**src/rtl/connection_tuple_lookup_table_unit_defines.svh**
```systemverilog
// ---------------------------------------------------------------------------
// connection tuple lookup table assertion macros
// shared assertion helpers for the lookup table rtl
// ---------------------------------------------------------------------------
`ifndef CONNECTION_TUPLE_LOOKUP_TABLE_UNIT_DEFINES_SVH
`define CONNECTION_TUPLE_LOOKUP_TABLE_UNIT_DEFINES_SVH
`ifndef SYNTHESIS
`define CTLT_ASSERT_IMP(lbl, ante, cons) \
   lbl: assert property (@(posedge clock) disable iff (reset) (ante) |-> (cons)) \
      else $error("assertion failed");
`define CTLT_ASSERT_NEXT(lbl, ante, cons) \
   lbl: assert property (@(posedge clock) disable iff (reset) (ante) |=> (cons)) \
      else $error("assertion failed");
`else
`define CTLT_ASSERT_IMP(lbl, ante, cons)
`define CTLT_ASSERT_NEXT(lbl, ante, cons)
`endif
`endif

```
**src/rtl/ctlt_pkg.sv**
```systemverilog
// ---------------------------------------------------------------------------
// connection tuple lookup table package
// constants, types and hash helpers shared by the lookup table rtl
// ---------------------------------------------------------------------------
package ctlt_pkg;
   localparam int ENTRIES     = 64;
   localparam int ENT_W       = $clog2(ENTRIES);
   localparam int BUCKETS     = 521;
   localparam int BKT_W       = 10;
   localparam int NUM_CLASS   = 5;
   localparam int HASH_W      = 32;
   localparam int FOLD_MUL    = (2**16) % BUCKETS;
   localparam int FOLD_STEPS  = 3;
   localparam int FOLD_W      = 17;
   localparam int RECIP_SHIFT = FOLD_W + BKT_W;
   localparam int RECIP_MUL   = (2**RECIP_SHIFT + BUCKETS - 1) / BUCKETS;
   localparam int PROD_W      = FOLD_W + RECIP_SHIFT - BKT_W + 1;
   localparam int Q_W         = PROD_W - RECIP_SHIFT;
   localparam int HASH_STEPS  = FOLD_STEPS + 2;
   localparam int CNT_W       = $clog2(HASH_STEPS);

   localparam logic [1:0] OP_INS    = 2'd0;
   localparam logic [1:0] OP_REM    = 2'd1;
   localparam logic [1:0] OP_LOOK   = 2'd2;
   localparam logic [1:0] OP_UNUSED = 2'd3;

   localparam logic [2:0] CL_EXACT = 3'd0;
   localparam logic [2:0] CL_PA    = 3'd1;
   localparam logic [2:0] CL_PORT  = 3'd2;
   localparam logic [2:0] CL_ADDR  = 3'd3;
   localparam logic [2:0] CL_ANY   = 3'd4;

   typedef enum logic [2:0] {
      ST_IDLE, ST_HASH, ST_APPLY, ST_SCAN, ST_RESP
   } st_type;

   typedef struct packed {
      logic [63:0] rh;
      logic [63:0] rl;
      logic [15:0] rp;
      logic [63:0] lh;
      logic [63:0] ll;
      logic [15:0] lp;
   } key_type;

   typedef logic [NUM_CLASS-1:0][BKT_W-1:0] bkt_vec_type;

   typedef struct packed {
      logic             en;
      logic             ins;
      logic [ENT_W-1:0] id;
      logic             old_valid;
      logic [ENT_W-1:0] old_age;
      logic [2:0]       cls;
      logic [BKT_W-1:0] bucket;
   } upd_type;

   typedef struct packed {
      logic             tok;
      logic             hit;
      logic [2:0]       cls;
      logic [ENT_W-1:0] age;
      logic [ENT_W-1:0] id;
   } best_type;

   function automatic logic [HASH_W-1:0] hash_key(logic [7:0] ra, logic [15:0] rp,
                                                  logic [7:0] la, logic [15:0] lp);
      return {ra, 24'b0} ^ {rp, 16'b0} ^ {16'b0, la, 8'b0} ^ {16'b0, lp};
   endfunction

   // upper half folded back in, since 2**16 is congruent to FOLD_MUL
   function automatic logic [HASH_W-1:0] fold_hash(logic [HASH_W-1:0] v);
      logic [HASH_W-1:0] hi;
      logic [HASH_W-1:0] lo;
      hi = {16'b0, v[HASH_W-1:16]};
      lo = {16'b0, v[15:0]};
      return hi * HASH_W'(FOLD_MUL) + lo;
   endfunction

   function automatic logic [Q_W-1:0] recip_quot(logic [FOLD_W-1:0] v);
      logic [PROD_W-1:0] p;
      p = PROD_W'(v) * PROD_W'(RECIP_MUL);
      return p[PROD_W-1:RECIP_SHIFT];
   endfunction

   function automatic logic [BKT_W-1:0] recip_rem(logic [FOLD_W-1:0] v,
                                                  logic [Q_W-1:0] q);
      logic [FOLD_W-1:0] qd;
      logic [FOLD_W-1:0] r;
      qd = FOLD_W'(q) * FOLD_W'(BUCKETS);
      r  = v - qd;
      return r[BKT_W-1:0];
   endfunction

   function automatic logic [2:0] class_of(key_type k);
      logic rnone;
      logic lnone;
      rnone = (k.rh == 64'd0) && (k.rl == 64'd0);
      lnone = (k.lh == 64'd0) && (k.ll == 64'd0);
      if (!rnone) return CL_EXACT;
      else if (!lnone) return (k.lp == 16'd0) ? CL_ADDR : CL_PA;
      else return (k.lp == 16'd0) ? CL_ANY : CL_PORT;
   endfunction
endpackage

```
**src/rtl/ctlt_cell.sv**
```systemverilog
// ---------------------------------------------------------------------------
// slot cell
// one table slot with its match logic and one stage of the scan chain
// ---------------------------------------------------------------------------
module ctlt_cell (
   input  logic                      clock,
   input  logic                      reset,
   input  logic [ctlt_pkg::ENT_W-1:0] cell_id,
   input  ctlt_pkg::upd_type         upd,
   input  ctlt_pkg::key_type         key,
   input  ctlt_pkg::bkt_vec_type     bkt,
   input  ctlt_pkg::best_type        best_prev,
   output ctlt_pkg::best_type        best_next,
   output logic                      valid,
   output logic [ctlt_pkg::ENT_W-1:0] age,
   output logic [2:0]                cls
);
   import ctlt_pkg::*;

   logic             valid_ff, valid_in;
   logic [ENT_W-1:0] age_ff, age_in;
   logic [2:0]       cls_ff;
   logic [BKT_W-1:0] bucket_ff;
   key_type          key_ff;
   best_type         best_ff, best_in;
   logic             here;
   logic             dec;
   logic             own;
   logic             better;

   assign here = (upd.id == cell_id);
   assign dec  = upd.old_valid && (age_ff > upd.old_age);

   always_comb begin
      valid_in = valid_ff;
      age_in   = age_ff;
      if (upd.en) begin
         if (upd.ins && here) begin
            valid_in = 1'b1;
            age_in   = '0;
         end else if (here) begin
            valid_in = 1'b0;
         end else if (valid_ff) begin
            age_in = age_ff - {{(ENT_W-1){1'b0}}, dec} + {{(ENT_W-1){1'b0}}, upd.ins};
         end
      end
   end

   always_comb begin
      case (cls_ff)
         CL_EXACT: own = (bucket_ff == bkt[0]) && (key_ff == key);
         CL_PA:    own = (bucket_ff == bkt[1]) && (key_ff.lp == key.lp) &&
                         (key_ff.lh == key.lh) && (key_ff.ll == key.ll);
         CL_PORT:  own = (bucket_ff == bkt[2]) && (key_ff.lp == key.lp);
         CL_ADDR:  own = (bucket_ff == bkt[3]) && (key_ff.lh == key.lh) &&
                         (key_ff.ll == key.ll);
         CL_ANY:   own = (bucket_ff == bkt[4]);
         default:  own = 1'b0;
      endcase
   end

   assign better = !best_prev.hit || (cls_ff < best_prev.cls) ||
                   ((cls_ff == best_prev.cls) && (age_ff < best_prev.age));

   always_comb begin
      best_in = best_prev;
      if (best_prev.tok && valid_ff && own && better) begin
         best_in.hit = 1'b1;
         best_in.cls = cls_ff;
         best_in.age = age_ff;
         best_in.id  = cell_id;
      end
   end

   always_ff @(posedge clock) begin
      age_ff <= age_in;
      if (upd.en && upd.ins && here) begin
         cls_ff    <= upd.cls;
         bucket_ff <= upd.bucket;
         key_ff    <= key;
      end
      if (reset) begin
         valid_ff <= 1'b0;
         best_ff  <= '0;
      end else begin
         valid_ff <= valid_in;
         best_ff  <= best_in;
      end
   end

   assign best_next = best_ff;
   assign valid     = valid_ff;
   assign age       = age_ff;
   assign cls       = cls_ff;
endmodule

```
**config.mk**
```make
export PLATFORM = sky130hd
export DESIGN_NAME = ctlt_cell
export DESIGN_NICKNAME = d
export VERILOG_FILES = /design/src/rtl/connection_tuple_lookup_table_unit_defines.svh /design/src/rtl/ctlt_pkg.sv /design/src/rtl/ctlt_cell.sv
export SDC_FILE = /design/constraint.sdc
export NUM_CORES = 1
export LEC_CHECK = 0
export ABC_AREA = 1
export BUFFER_PORTS_ARGS = -buffer_cell sky130_fd_sc_hd__buf_4
export CORE_MARGIN = 10
export CORE_UTILIZATION = 30
export CTS_BUF_LIST = sky130_fd_sc_hd__clkbuf_8 sky130_fd_sc_hd__clkbuf_16
export CTS_CLUSTER_DIAMETER = 100
export DETAILED_ROUTE_END_ITERATION = 12
export GPL_TIMING_DRIVEN = 0
export PLACE_DENSITY = 0.54
export SYNTH_ARGS = -nofsm -noshare
export SYNTH_HDL_FRONTEND = slang
export SYNTH_SLANG_ARGS = --single-unit
export TNS_END_PERCENT = 50
```
**constraint.sdc**
```tcl
create_clock -name clock -period 37.1 [get_ports clock]
set_clock_uncertainty 0.1 [all_clocks]
set_input_delay 5.565 -clock clock [delete_from_list [all_inputs] [get_ports clock]]
set_output_delay 5.565 -clock clock [all_outputs]
set_load 0.03 [all_outputs]
```
Word-level counts from Yosys, hierarchy flattened --
Cells that the tools add are included.
Storage, ports and cells: bits in registers 325, input bits 391, output and inout port bits 27, word-level logic and storage cells 65
Operators by class: add/subtract/negate cells 2, order comparisons 3, equality and inequality tests 16, mux-type cells 6, reductions and logical operators 23
Operators by type and width (count):
- $eq 288x288->1 | 1
- $eq 64x64->1 | 2
- $eq 10x10->1 | 5
- $eq 16x16->1 | 1
- $mux 16 | 1
- $logic_and 1x1->1 | 15
- $mux 6 | 2
- $add 6x1->6 | 1
- $eq 3x2->1 const B | 2
- $eq 6x6->1 | 1
- $gt 6x6->1 | 1
- $lt 6x6->1 | 1
- $sub 6x1->6 | 1
- $pmux 1 s5 | 1
- $reduce_bool 2->1 | 2
- $eq 3x1->1 const B | 1
- $eq 3x3->1 | 1
- $eq 3x3->1 const B | 1
- $logic_not 3->1 | 1
- $lt 3x3->1 | 1
- $reduce_and 3->1 | 1
- $logic_or 1x1->1 | 2
- $mux 1 | 2
- $ne 2x1->1 const B | 1
- other kinds (2) | 2

Logic depth before layout (Yosys ltp) --
word-level depth 8, gate-level depth with buffers 20, gate-level depth less buffers 20

Least setup slack after synthesis --
OpenSTA, ideal clock, no wires.
kind in2reg, start point in cell_id[2] (netlist name), end point reg bucket_ff[0] (enable), library setup time 0.977 ns, data arrival time 18.746 ns, setup slack 17.277 ns, stages on the path 6, path through xor2_1 > nor3_1 > o2111ai_1 > nor2_1 > inv_1 > nor2_1
Between the ends: longest elaborated chain between the ends 2
Ends and longest elaborated chain:
- start: declaration | line ctlt_cell.sv:8 | input logic [ctlt_pkg::ENT_W-1:0] cell_id,
- $eq 6x6->1 | line ctlt_cell.sv:31 | assign here = (upd.id == cell_id);
- $logic_and 1x1->1 | line ctlt_cell.sv:77 | if (upd.en && upd.ins && here) begin
- end signal: assignment | line ctlt_cell.sv:79 | bucket_ff <= upd.bucket;
- end: declaration | line ctlt_cell.sv:23 | logic [BKT_W-1:0] bucket_ff;
No other way between the ends. A chain may end at the register's enable or synchronous reset.

Worst setup path after layout --
start point in cell_id[2] (netlist name), end point reg key_ff[60] (netlist name) (enable)
Between the ends: longest elaborated chain between the ends 2
Ends and longest elaborated chain:
- $eq 6x6->1 | line ctlt_cell.sv:31
- $logic_and 1x1->1 | line ctlt_cell.sv:77
- end signal: assignment | line ctlt_cell.sv:80 | key_ff <= key;
- end: declaration | line ctlt_cell.sv:24 | key_type key_ff;
No other way between the ends.

==> results.py <==
metrics = {
    "cts": {
        "cts_tree": "yes",
        "cts_made_buffers": 41,
        "cts_setup_buffers": 0,
        "htreeDepth": 2,
        "cts_sinks": 325,
        "ctsResizeCount": 0,
        "clkSlewWorstSetupHoldPaths_ns": 0.06,
        "insertion_delay_ns": 0.56,
        "cts_root_buf": "clkbuf_16",
        "ctsLongestPathBuffers": 3,
        "postCtsHoldBufs": 0,
    },
    "global_route": {
        "grt-ovfl-total": 0,
        "antenna_found_initial": 8,
        "grt_pass1_wl_mm": 71.9,
        "grt_usage_pct": 14.5,
        "grt_pass1_vias": 12500,
        "grt_max_degree": 36,
    },
    "floorplan": {
        "start_util_pct": 30.2,
        "ios": 418,
        "rows": 86,
        "core-area_um2": 54900,
        "die_y_um": 255,
        "die_w_um": 255,
        "die_area_um2": 65000,
    },
    "critical_path": {
        "r2r-start": "age[5]",
        "crit_top_cell": "buf_12",
        "cp-start-kind": "input port",
        "r2r_cells": 15,
        "path_cells": "buf_4 -> xor2_1 -> nor3_1 -> o2111ai_1 -> nor2_1 -> inv_1 -> nor2_4 -> buf_16 -> buf_12 -> buf_12 -> buf_12",
        "r2r_end": "age[4]",
        "slowest_delay_ns": 0.51,
        "required_ns": 37.24,
        "cp.arrival_ns": 8.05,
        "worstSetupPathType": "in2reg",
        "crit_fanout": 35,
        "cp-end-kind": "flip-flop",
        "rrSetupSlack_ns": 33.88,
        "cp_slowest_cell": "nor2_4",
    },
    "placement": {
        "port_buffers": 417,
        "gp_congestion": 0.863,
        "place_hpwl_mm": 39.9,
        "placed_area_um2": 20800,
    },
    "synth": {
        "synth_top_area_share_pct": 55.7,
        "ys_top_cells_by_area": "edfxtp_1 56%, nand2_1 12%, inv_1 7.8%",
        "synth_area_per_cell_um2": 9.03,
        "syn_inst": 1835,
        "yosysUniqueCellTypes": 38,
        "ys_seq_elements": 325,
        "synth_nets": 2247,
        "synth_largest_area_cell": "edfxtp_1",
        "seq_area_frac_synth_pct": 57.8,
        "ys_warn_count": 0,
        "syn_area_um2": 16600,
    },
    "pwr": {
        "peakVddDrop_mv": 0.0340,
        "p_per_area_nw_per_um2": 40.8,
        "p_leak_uw": 0.0104,
    },
    "final_layout": {
        "area_delta_synth_final_pct": 34.3,
        "nNetsFinal": 2717,
        "fill_cells": 5457,
        "drive_gt1_share_pct": 22.4,
        "design_area_um2": 22200,
    },
    "drt": {
        "drc_errors": 0,
        "via_count": 12700,
        "routed_via_density": 4.16,
        "wl_per_cell_um": 16.1,
        "routed_wirelength_mm": 49.1,
        "detail_route.iter0.violations": 713,
        "postRouteAntennaNets": 0,
        "drtPass1Iterations": 4,
    },
    "min_path": {
        "hold_start": "valid",
        "holdPathEnd": "valid",
        "hold_depth": 2,
        "hp-class": "reg2reg",
    },
    "timing": {
        "setup_viol": 0,
        "max_freq_mhz": 126,
        "setup_tns_ns": 0,
        "final-max-slew-violation-count": 0,
        "finalHoldViolCount": 0,
        "period_needed_ns": 7.91,
        "max_slew_margin_pct": 50.9,
        "fin_crit_sh_pct": 21.3,
        "rsz0062_at_grt": "no",
        "tightest_slew_ns": 0.736,
    },
    "job": {
        "maxCapViolations": 0,
    },
    "status": {
        "status": "complete, no violations",
    },
}
[Yosys cell counts]
| cell | count |
|---|---|
| a21boi_0 | 1 |
| a21o_1 | 1 |
| a21oi_1 | 13 |
| buf_1 | 2 |
| buf_2 | 4 |
| buf_4 | 1 |
| buf_6 | 1 |
| clkbuf_1 | 2 |
| clkbuf_2 | 2 |
| dfxtp_1 | 18 |
| edfxtp_1 | 307 |
| fa_1 | 1 |
| ha_1 | 20 |
| inv_1 | 346 |
| inv_2 | 7 |
| nand2_1 | 545 |
| nand2_2 | 10 |
| nand3_1 | 20 |
| nand3_2 | 1 |
| nand3_4 | 2 |
| nand3b_1 | 1 |
| nand4_1 | 19 |
| nor2_1 | 286 |
| nor2_2 | 2 |
| nor3_1 | 6 |
| nor3b_1 | 1 |
| o2111ai_1 | 1 |
| o211a_1 | 1 |
| o211ai_1 | 1 |
| o21ai_0 | 34 |
| o21ai_1 | 1 |
| o21bai_1 | 1 |
| o221ai_1 | 1 |
| o22a_1 | 1 |
| or2_0 | 1 |
| or2_2 | 7 |
| xnor2_1 | 76 |
| xor2_1 | 91 |
[how the worst max path moves through the flow]
| stage | startpoint | to | depth (start not counted) |
|---|---|---|---|
| 2_1_floorplan | cell_id[2] | bucket_ff[0] | 6 |
| 6_report | cell_id[2] | key_ff[60] | 11 |
| 3_3_place_gp | cell_id[2] | key_ff[70] | 7 |
| 5_1_grt | cell_id[3] | key_ff[60] | 12 |
| 4_1_cts | cell_id[2] | key_ff[64] | 11 |
| 3_5_place_dp | cell_id[2] | key_ff[64] | 11 |
[metal layers]
layer  global-route usage, %  up-vias  part of all wire, %
li1                        -     6613                    -
met1                    17.7     5703                   43
met2                    24.4      273                   48
met3                    3.85       68                  6.4
met4                    5.22        4                  2.4
met5                       0        -                0.045
[cell usage in the layout, fill, tap and decap left out, types with 7 or more instances in the layout]
| cell type | netlist | layout |
|---|---|---|
| dfxtp_1 | 18 | 18 |
| nand4_1 | 19 | 19 |
| nor2_1 | 286 | 285 |
| diode_2 | 0 | 7 |
| buf_4 | 1 | 418 |
| o21ai_0 | 34 | 34 |
| nand2_1 | 545 | 545 |
| buf_12 | 0 | 9 |
| xnor2_1 | 76 | 76 |
| nand2_2 | 10 | 10 |
| clkinv_1 | 0 | 8 |
| edfxtp_1 | 307 | 307 |
| clkbuf_16 | 0 | 44 |
| inv_1 | 346 | 353 |
| inv_2 | 7 | 7 |
| ha_1 | 20 | 20 |
| nand3_1 | 20 | 20 |
| a21oi_1 | 13 | 13 |
| or2_2 | 7 | 7 |
| xor2_1 | 91 | 91 |
[cell type report]
cell class / count / area (um2) / area share [%]
antenna: 7 / 17.5 / 0.0788
inverter: 353 / 1330 / 5.96
sequential: 325 / 9580 / 43.1
multi-input combinational: 1145 / 5600 / 25.2
timing repair buffer: 427 / 3340 / 15.0
clock inverter: 26 / 290 / 1.31
buffer: 12 / 63.8 / 0.287
tap: 704 / 881 / 3.96
clock buffer: 47 / 1140 / 5.14
[power by group]
part / internal, uW / switching (uW) / total [uW]
Clock: 262 / 162 / 424
Sequential: 404 / 1.24 / 405
Combinational: 42.9 / 35.8 / 78.6
[registers in the layout, indices dropped and copies added, names as in the netlist]
signal and cells:
age 6, bucket_ff 10, key_ff 288, valid 1, best_next 17, cls 3
[cell families after synthesis]
logic type,Yosys count,synth area share [%]
adders and majority gates,21,1.63
and+or+nand+nor,901,21.5
DFF,325,57.8
AOI/OAI and AO/OA,56,1.85
xor gates and xnor gates,167,8.83
buffers and inverters,365,8.39
[per-stage QoR]
stage | utilization [%] | worst slack, ns | total power, uW | hold slack [ns] | std cells
2_1_floorplan | - | 17.28 | 444 | 0.551 | 1835
3_3_place_gp | 37.5 | 10.36 | 491 | 0.439 | 2956
3_5_place_dp | 37.9 | 28.62 | 492 | 0.453 | 2966
4_1_cts | 40.5 | 29.18 | 924 | 0.464 | 3039
5_1_grt | 40.5 | 29.03 | 944 | 0.525 | 3043
6_report | 40.5 | 29.19 | 908 | 0.459 | 3046
[worst max-delay path, delay by kind of cell]
kind	cells	cell delay, ns
AO/OA/AOI/OAI	1	0.26
XOR/XNOR	1	0.15
buffers and inverters	6	1.15
AND/OR/NAND/NOR	3	0.87
(Power assumes the default switching activity.)
