--- src/rtl/connection_tuple_lookup_table_unit_defines.svh ---
// ---------------------------------------------------------------------------
// connection tuple lookup table assertion macros
// shared assertion helpers for the lookup table rtl
// ---------------------------------------------------------------------------
`ifndef CONNECTION_TUPLE_LOOKUP_TABLE_UNIT_DEFINES_SVH
`define CONNECTION_TUPLE_LOOKUP_TABLE_UNIT_DEFINES_SVH
`ifndef SYNTHESIS
`define CTLT_ASSERT_IMP(lbl, ante, cons) \
   lbl: assert property (@(posedge clock) disable iff (reset) (ante) |-> (cons)) \
      else $error("assertion failed");
`define CTLT_ASSERT_NEXT(lbl, ante, cons) \
   lbl: assert property (@(posedge clock) disable iff (reset) (ante) |=> (cons)) \
      else $error("assertion failed");
`else
`define CTLT_ASSERT_IMP(lbl, ante, cons)
`define CTLT_ASSERT_NEXT(lbl, ante, cons)
`endif
`endif

--- src/rtl/ctlt_pkg.sv ---
// ---------------------------------------------------------------------------
// connection tuple lookup table package
// constants, types and hash helpers shared by the lookup table rtl
// ---------------------------------------------------------------------------
package ctlt_pkg;
   localparam int ENTRIES     = 64;
   localparam int ENT_W       = $clog2(ENTRIES);
   localparam int BUCKETS     = 521;
   localparam int BKT_W       = 10;
   localparam int NUM_CLASS   = 5;
   localparam int HASH_W      = 32;
   localparam int FOLD_MUL    = (2**16) % BUCKETS;
   localparam int FOLD_STEPS  = 3;
   localparam int FOLD_W      = 17;
   localparam int RECIP_SHIFT = FOLD_W + BKT_W;
   localparam int RECIP_MUL   = (2**RECIP_SHIFT + BUCKETS - 1) / BUCKETS;
   localparam int PROD_W      = FOLD_W + RECIP_SHIFT - BKT_W + 1;
   localparam int Q_W         = PROD_W - RECIP_SHIFT;
   localparam int HASH_STEPS  = FOLD_STEPS + 2;
   localparam int CNT_W       = $clog2(HASH_STEPS);

   localparam logic [1:0] OP_INS    = 2'd0;
   localparam logic [1:0] OP_REM    = 2'd1;
   localparam logic [1:0] OP_LOOK   = 2'd2;
   localparam logic [1:0] OP_UNUSED = 2'd3;

   localparam logic [2:0] CL_EXACT = 3'd0;
   localparam logic [2:0] CL_PA    = 3'd1;
   localparam logic [2:0] CL_PORT  = 3'd2;
   localparam logic [2:0] CL_ADDR  = 3'd3;
   localparam logic [2:0] CL_ANY   = 3'd4;

   typedef enum logic [2:0] {
      ST_IDLE, ST_HASH, ST_APPLY, ST_SCAN, ST_RESP
   } st_type;

   typedef struct packed {
      logic [63:0] rh;
      logic [63:0] rl;
      logic [15:0] rp;
      logic [63:0] lh;
      logic [63:0] ll;
      logic [15:0] lp;
   } key_type;

   typedef logic [NUM_CLASS-1:0][BKT_W-1:0] bkt_vec_type;

   typedef struct packed {
      logic             en;
      logic             ins;
      logic [ENT_W-1:0] id;
      logic             old_valid;
      logic [ENT_W-1:0] old_age;
      logic [2:0]       cls;
      logic [BKT_W-1:0] bucket;
   } upd_type;

   typedef struct packed {
      logic             tok;
      logic             hit;
      logic [2:0]       cls;
      logic [ENT_W-1:0] age;
      logic [ENT_W-1:0] id;
   } best_type;

   function automatic logic [HASH_W-1:0] hash_key(logic [7:0] ra, logic [15:0] rp,
                                                  logic [7:0] la, logic [15:0] lp);
      return {ra, 24'b0} ^ {rp, 16'b0} ^ {16'b0, la, 8'b0} ^ {16'b0, lp};
   endfunction

   // upper half folded back in, since 2**16 is congruent to FOLD_MUL
   function automatic logic [HASH_W-1:0] fold_hash(logic [HASH_W-1:0] v);
      logic [HASH_W-1:0] hi;
      logic [HASH_W-1:0] lo;
      hi = {16'b0, v[HASH_W-1:16]};
      lo = {16'b0, v[15:0]};
      return hi * HASH_W'(FOLD_MUL) + lo;
   endfunction

   function automatic logic [Q_W-1:0] recip_quot(logic [FOLD_W-1:0] v);
      logic [PROD_W-1:0] p;
      p = PROD_W'(v) * PROD_W'(RECIP_MUL);
      return p[PROD_W-1:RECIP_SHIFT];
   endfunction

   function automatic logic [BKT_W-1:0] recip_rem(logic [FOLD_W-1:0] v,
                                                  logic [Q_W-1:0] q);
      logic [FOLD_W-1:0] qd;
      logic [FOLD_W-1:0] r;
      qd = FOLD_W'(q) * FOLD_W'(BUCKETS);
      r  = v - qd;
      return r[BKT_W-1:0];
   endfunction

   function automatic logic [2:0] class_of(key_type k);
      logic rnone;
      logic lnone;
      rnone = (k.rh == 64'd0) && (k.rl == 64'd0);
      lnone = (k.lh == 64'd0) && (k.ll == 64'd0);
      if (!rnone) return CL_EXACT;
      else if (!lnone) return (k.lp == 16'd0) ? CL_ADDR : CL_PA;
      else return (k.lp == 16'd0) ? CL_ANY : CL_PORT;
   endfunction
endpackage

--- src/rtl/ctlt_hash.sv ---
// ---------------------------------------------------------------------------
// bucket hash unit
// five key hashes reduced modulo the bucket count: three folds of the upper
// half, then a reciprocal multiply and a subtract, one step per cycle
// ---------------------------------------------------------------------------
module ctlt_hash (
   input  logic              clock,
   input  logic              reset,
   input  logic              start,
   input  ctlt_pkg::key_type key,
   output logic              done,
   output ctlt_pkg::bkt_vec_type bkt
);
   import ctlt_pkg::*;

   logic [NUM_CLASS-1:0][HASH_W-1:0] x_ff, x_in;
   logic [NUM_CLASS-1:0][Q_W-1:0]    q_ff, q_in;
   bkt_vec_type                      rem_ff, rem_in;
   logic [CNT_W-1:0]                 cnt_ff, cnt_in;
   logic                             busy_ff, busy_in;
   logic                             done_ff, done_in;

   always_comb begin
      x_in    = x_ff;
      q_in    = q_ff;
      rem_in  = rem_ff;
      cnt_in  = cnt_ff;
      busy_in = busy_ff;
      done_in = 1'b0;
      if (start) begin
         x_in[0] = hash_key(key.rl[7:0], key.rp, key.ll[7:0], key.lp);
         x_in[1] = hash_key(8'd0, 16'd0, key.ll[7:0], key.lp);
         x_in[2] = hash_key(8'd0, 16'd0, 8'd0, key.lp);
         x_in[3] = hash_key(8'd0, 16'd0, key.ll[7:0], 16'd0);
         x_in[4] = hash_key(8'd0, 16'd0, 8'd0, 16'd0);
         rem_in  = '0;
         cnt_in  = '0;
         busy_in = 1'b1;
      end else if (busy_ff) begin
         for (int l = 0; l < NUM_CLASS; l++) begin
            if (cnt_ff < CNT_W'(FOLD_STEPS)) begin
               x_in[l] = fold_hash(x_ff[l]);
            end else if (cnt_ff == CNT_W'(FOLD_STEPS)) begin
               q_in[l] = recip_quot(x_ff[l][FOLD_W-1:0]);
            end else begin
               rem_in[l] = recip_rem(x_ff[l][FOLD_W-1:0], q_ff[l]);
            end
         end
         cnt_in = cnt_ff + 1'b1;
         if (cnt_ff == CNT_W'(HASH_STEPS - 1)) begin
            busy_in = 1'b0;
            done_in = 1'b1;
         end
      end
   end

   always_ff @(posedge clock) begin
      x_ff   <= x_in;
      q_ff   <= q_in;
      rem_ff <= rem_in;
      cnt_ff <= cnt_in;
      if (reset) begin
         busy_ff <= 1'b0;
         done_ff <= 1'b0;
      end else begin
         busy_ff <= busy_in;
         done_ff <= done_in;
      end
   end

   assign done = done_ff;
   assign bkt  = rem_ff;
endmodule

--- config.mk ---
export PLATFORM = sky130hd
export DESIGN_NAME = ctlt_hash
export DESIGN_NICKNAME = d
export VERILOG_FILES = /design/src/rtl/connection_tuple_lookup_table_unit_defines.svh /design/src/rtl/ctlt_pkg.sv /design/src/rtl/ctlt_hash.sv
export SDC_FILE = /design/constraint.sdc
export NUM_CORES = 2
export LEC_CHECK = 0
export BUFFER_PORTS_ARGS = -buffer_cell sky130_fd_sc_hd__buf_2
export CAP_MARGIN = 20
export CORE_ASPECT_RATIO = 0.7
export CORE_UTILIZATION = 25
export CTS_CLUSTER_SIZE = 40
export DETAILED_ROUTE_END_ITERATION = 10
export MAX_ROUTING_LAYER = met4
export PLACE_DENSITY_LB_ADDON = 0.2
export RECOVER_POWER = 50
export SETUP_SLACK_MARGIN = 0.3
export SYNTH_ARGS = -nofsm -noshare
export SYNTH_HDL_FRONTEND = slang
export SYNTH_SLANG_ARGS = --single-unit
export TNS_END_PERCENT = 50
--- constraint.sdc ---
create_clock -name clock -period 8.8 [get_ports clock]
set_clock_uncertainty 0.05 [all_clocks]
set_input_delay 0.88 -clock clock [delete_from_list [all_inputs] [get_ports clock]]
set_output_delay 0.88 -clock clock [all_outputs]
set_load 0.02 [all_outputs]
# Word level (Yosys, flattened, before mapping)
# Index checks and enable logic that the tools add are counted.
[word_totals] regBits=210 output_inout_bits=51 wordCells=74 inputBits=291
[op_classes] mux=10 n_lt_le_gt_ge=1 bitwise_logic=8 eq_ne=2 add_sub_neg=11 reduce_logical=7 multipliers=15
[op_table] cell="two-way mux 112 bit" n=2
[op_table] cell="multiplier 17 x 14 -> 31 bit, second input constant" n=5
[op_table] cell="two-way mux 32 bit" n=2
[op_table] cell="bitwise XOR 32 x 16 -> 32 bit" n=2
[op_table] cell="adder 25 x 16 -> 26 bit" n=2
[op_table] cell="adder 10 x 16 -> 17 bit" n=3
[op_table] cell="multiplier 16 x 9 -> 25 bit, second input constant" n=2
[op_table] cell="multiplier 8 x 10 -> 10 bit, second input constant" n=5
[op_table] cell="subtractor 10 bit" n=5
[op_table] cell="bitwise XOR 32 bit" n=1
[op_table] cell="multiplier 1 x 9 -> 10 bit, second input constant" n=3
[op_table] cell="two-way mux 17 bit" n=1
[op_table] cell="two-way mux 16 bit" n=1
[op_table] cell="bitwise XOR 16 bit" n=1
[op_table] cell="two-way mux 1 bit" n=4
[op_table] cell="inverter 1 bit" n=4
[op_table] cell="AND reduction 2 bit" n=2
[op_table] cell="AND reduction 4 bit" n=1
[op_table] cell="nonzero test 2 bit" n=2
[op_table] cell="adder 3 x 1 -> 3 bit, second input constant" n=1
[op_table] cell="equality test 3 x 2 -> 1 bit, second input constant" n=1
[op_table] cell="equality test 3 bit, second input constant" n=1
[op_table] cell="less-than comparator 3 x 2 -> 1 bit, second input constant" n=1
[op_table] cell="AND reduction 3 bit" n=1
[op_table] cell="OR reduction 3 bit" n=1

# Longest topological paths before layout
[logic_depth] depth_word=5 mapped_depth=22

# Worst setup path after synthesis
# Ideal clock, no wire load.
[synth_timing] path_type="reg-to-reg" start="reg x_ff[67] (netlist bit)" end="reg q_ff[23] (netlist bit), data pin" path_slack_ps=2899 path_buffers=0 arrival_time_ps=5591 path_stages_with_launch=20 required_ps=8490 path_cell_list="edfxtp_1 > inv_1 > fa_1 > fa_1 > inv_1 > fa_1 > fa_1 > fa_1 > inv_1 > fa_1 > inv_1 > ha_1 > nand3_1 > or4_1 > or3_1 > o211ai_2 > a211oi_2 > a21oi_4 > a21oi_2 > xnor2_1"
[synth_via] elab_chain_len=1
[synth_rtl] item="from (decl)" line_no="ctlt_hash.sv:16" text="logic [NUM_CLASS-1:0][HASH_W-1:0] x_ff, x_in;"
[synth_rtl] item="from (signal assigned)" line_no="ctlt_hash.sv:58" text="x_ff <= x_in;"
[synth_rtl] item="multiplier 17 x 14 -> 31 bit" line_no="ctlt_pkg.sv:82" text="p = PROD_W'(v) * PROD_W'(RECIP_MUL);"
[synth_rtl] item="to (signal assigned)" line_no="ctlt_hash.sv:59" text="q_ff <= q_in;"
[synth_rtl] item="to (decl)" line_no="ctlt_hash.sv:17" text="logic [NUM_CLASS-1:0][Q_W-1:0] q_ff, q_in;"
# Every way passes these cells.
# A chain may end at the register's enable or synchronous reset.

# Worst setup path in the final report
[layout_timing] start="reg x_ff[131] (netlist bit)" end="reg q_ff[39] (netlist bit), data pin"
# The elaborated chain is that of the path after synthesis.

==> metrics.md <==
| Metric | Value |
|---|---|
| Post-route fraction of the period consumed by the critical path | `79.0%` |
| Layout Nets | `5784` |
| Half-perimeter wire length after placement | `91.5 mm` |
| M1 GR Usage | `21.8%` |
| Worst slew margin relative to its limit | `-170%` |
| Count of unique library cells instantiated by Yosys | `72` |
| Sequential share of the synthesized area | `13.3%` |
| Antenna violations before repair | `2` |
| GRT Max-Usage Layer | `met1` |
| Setup violators final | `0` |
| DP Cell Count | `6121` |
| Average wire per standard cell | `17.3 um` |
| Violations in the final reports | `capacitance limit, slew limit` |
| CTS tree | `yes` |
| Number of cells produced by synthesis | `3954` |
| Post-synthesis area per instance | `9.87 um2` |
| Min Hold Slack | `0.404 ns` |
| Post-synth top area cell | `fa_1` |
| Warnings, synthesis | `0` |
| Area of the core region | `0.154 mm2` |
| Number of core rows | `120` |
| Vias in the first global route | `26800` |
| Pre-CTS worst setup slack | `1.84 ns` |
| Fin crit period | `6.95 ns` |
| Setup crit end kind | `register` |
| Via count | `25700` |
| Post-synthesis instance area | `0.0390 mm2` |
| Grt met3 use | `1.52%` |
| Latest clock arrival within the worst-skew pair | `0.54 ns` |
| Total count of max-transition violations in the final report | `188` |
| First-pass GRT wire length | `166 mm` |
| Post-CTS setup-driven buffer insertion count | `0` |
| GRT Total Usage | `14.5%` |
| Drt initial violations | `984` |
| Top fanout value on the critical path | `14` |
| Number of enable-type register cells in the synthesized netlist | `118` |
| Clock transition at the register clock pins on the worst setup and hold paths after CTS | `0.10 ns` |
| Total wire length after detailed routing | `107 mm` |
| Residual antenna-violating net count after detailed routing | `0` |
| Post-CTS Resized | `0` |
| Cell Count, Final, Fillers Out | `6154` |
| Kind of start point of the critical path | `register` |
| Number of top-level design ports | `342` |
| Maximum number of pins on one net before global-route repair | `75` |
| Number of sinks driven by the clock tree | `200` |
| Number of buffers added on ports | `101` |
| First drt pass iteration count | `8` |
| Clock Path Buffers | `2` |
| Worst setup path class | `register to register` |
| Ratio of cells with drive above 1 in the final layout | `2.87%` |
| Actual slew at the worst max-slew pin | `4.06 ns` |
| Deepest level of the CTS H-tree | `4` |
| Worst path arrival time | `7.20 ns` |
| Drt via density | `4.18` |
| Die Ht | `333 um` |
| Data required time at the worst endpoint | `9.05 ns` |
| Number of failing hold endpoints at the final stage | `0` |
| Clock buffers created by TritonCTS | `17` |
| RD Place Congestion | `0.838` |
| Synth Register Bits | `200` |
| Final global-route overflow total | `0` |
| Dominant cells by area after synthesis | `fa_1 (30%), ha_1 (27%), inv_1 (10%)` |
| Count of maximum capacitance violations | `5` |
| Top-area cell type share of the netlist area | `29.5%` |
| RSZ-0062 raised after global routing | `no` |
| Final-layout setup total negative slack | `0 ns` |
| Async set or reset register ratio after synthesis | `0%` |
| HP Class | `register to register` |
| Die Footprint | `0.158 mm2` |
| Post-route DRC violation count | `0` |
| Clock tree root driver cell | `clkbuf_16` |
| Outcome | `finished, violations left` |
| Fmax | `144 MHz` |
| CTS Hold Buffers Added | `0` |
| Met2 Resource Use GR | `20.7%` |
| Effective utilization at floorplan | `25.4%` |
| Die width | `474 um` |
| Layout overhead on the synthesized area | `9.46%` |
| Setup slack of the critical path after layout | `1.85 ns` |
| Dominant register cell in the synthesized netlist | `edfxtp_1` |
-- placed cells by master, fill, tap and decap left out, types with 5 or more instances in the layout --
| cell | n |
|---|---|
| a211oi_1 | 28 |
| buf_4 | 15 |
| nand3b_1 | 12 |
| conb_1 | 19 |
| nor2_1 | 96 |
| o211ai_1 | 10 |
| nor2b_1 | 17 |
| nor3_1 | 44 |
| or3_1 | 19 |
| nor4_1 | 5 |
| or2_2 | 7 |
| and3_1 | 12 |
| clkbuf_16 | 18 |
| o22ai_1 | 11 |
| edfxtp_1 | 118 |
| o31ai_1 | 18 |
| nor3b_1 | 7 |
| nand4_1 | 18 |
| nand3_1 | 37 |
| inv_1 | 1075 |
| nand2_1 | 159 |
| a211o_1 | 5 |
| dfxtp_1 | 82 |
| buf_2 | 49 |
| o21bai_1 | 15 |
| fa_1 | 576 |
| a21o_1 | 62 |
| a31oi_1 | 14 |
| xnor2_1 | 129 |
| nand2b_1 | 15 |
| clkbuf_1 | 55 |
| o21a_1 | 40 |
| and2_0 | 6 |
| ha_1 | 851 |
| a21oi_1 | 129 |
| o21ai_0 | 134 |
| xor2_1 | 74 |
| and2_1 | 11 |
-- critical path, cell delays in order (launching register included) --
cell and delay [ns]:
dfxtp_1 0.81, inv_1 0.24, fa_1 0.58, fa_1 0.52, inv_1 0.05, fa_1 0.50, fa_1 0.43, fa_1 0.49
inv_1 0.05, fa_1 0.47, inv_1 0.04, ha_1 0.28, nand3_1 0.10, nor3_1 0.39, nand2_1 0.09, o21ai_0 0.74
o31ai_1 0.29, o21ai_0 0.35, a21oi_1 0.13, xnor2_1 0.13
-- area by class of cell --
type                    instances  area (um2)
clock buffers                  18         450
flip-flops and latches        200        5180
fillers                     16300      111000
clock inverters                14         163
repair buffers                120         569
inverters                    1075        4040
diodes                          1        2.50
well taps                    2074        2590
multi-input cells            2652       29700
-- cells by family (layout without fill, tap and decap cells) --
logic type,after synthesis,in the layout,synth area share [%]
and+or+nand+nor,476,476,5.85
other,2,20,0.0192
adders and majority gates,1427,1427,56.8
xor gates and xnor gates,203,203,4.56
DFF,200,200,13.3
AOI/OAI and AO/OA,524,524,8.62
buffers and inverters,1119,1227,10.8
muxes,3,3,0.0769
-- path summary, 6_finish.rpt --
kind / start / to / slack, ns / cells after the start
max reg2reg: x_ff[131]$_SDFFE_PP0P_ / q_ff[39]$_DFFE_PP_ / 1.85 / 19
max: x_ff[131]$_SDFFE_PP0P_ / q_ff[39]$_DFFE_PP_ / 1.85 / 19
min: bkt[24]$_SDFFE_PP0P_ / bkt[24]$_SDFFE_PP0P_ / 0.40 / 2
min reg2reg: bkt[24]$_SDFFE_PP0P_ / bkt[24]$_SDFFE_PP0P_ / 0.40 / 2
-- flip-flops by register name (all words and copies together) (netlist names) --
name,cells
cnt_ff,3
q_ff,40
done,1
busy_ff,1
bkt,50
x_ff,105
-- metal layers --
metal / vias to the layer above / part of all wire [%]
li1: 12900 / -
met3: 53 / 2.2
met5: - / 0
met4: 0 / 1.5
met1: 12600 / 54
met2: 242 / 42
-- cells in the mapped netlist (5+ instances only) --
| master | n |
|---|---|
| a211o_1 | 5 |
| a211oi_1 | 28 |
| a21o_1 | 62 |
| a21oi_1 | 129 |
| a31oi_1 | 14 |
| and2_1 | 17 |
| and3_1 | 12 |
| clkbuf_1 | 40 |
| dfxtp_1 | 82 |
| edfxtp_1 | 118 |
| fa_1 | 576 |
| ha_1 | 851 |
| inv_1 | 1075 |
| nand2_1 | 159 |
| nand2b_1 | 16 |
| nand3_1 | 37 |
| nand3b_1 | 12 |
| nand4_1 | 18 |
| nor2_1 | 96 |
| nor2b_1 | 17 |
| nor3_1 | 44 |
| nor3b_1 | 8 |
| nor4_1 | 6 |
| o211ai_1 | 10 |
| o21a_1 | 40 |
| o21ai_0 | 134 |
| o21bai_1 | 15 |
| o22ai_1 | 11 |
| o31ai_1 | 18 |
| or2_2 | 7 |
| or3_1 | 19 |
| xnor2_1 | 129 |
| xor2_1 | 74 |
-- stage by stage --
step | util [%] | cell area, um2
after floorplan | - | 39100
after global routing | 27.8 | 42700
final | 27.8 | 42700
after global placement | 27.4 | 42200
after CTS | 27.8 | 42800
after detailed placement | 27.4 | 42200
Power is not shown: default switching activity piles up to over one toggle a cycle in this logic, so the estimate is an artifact.
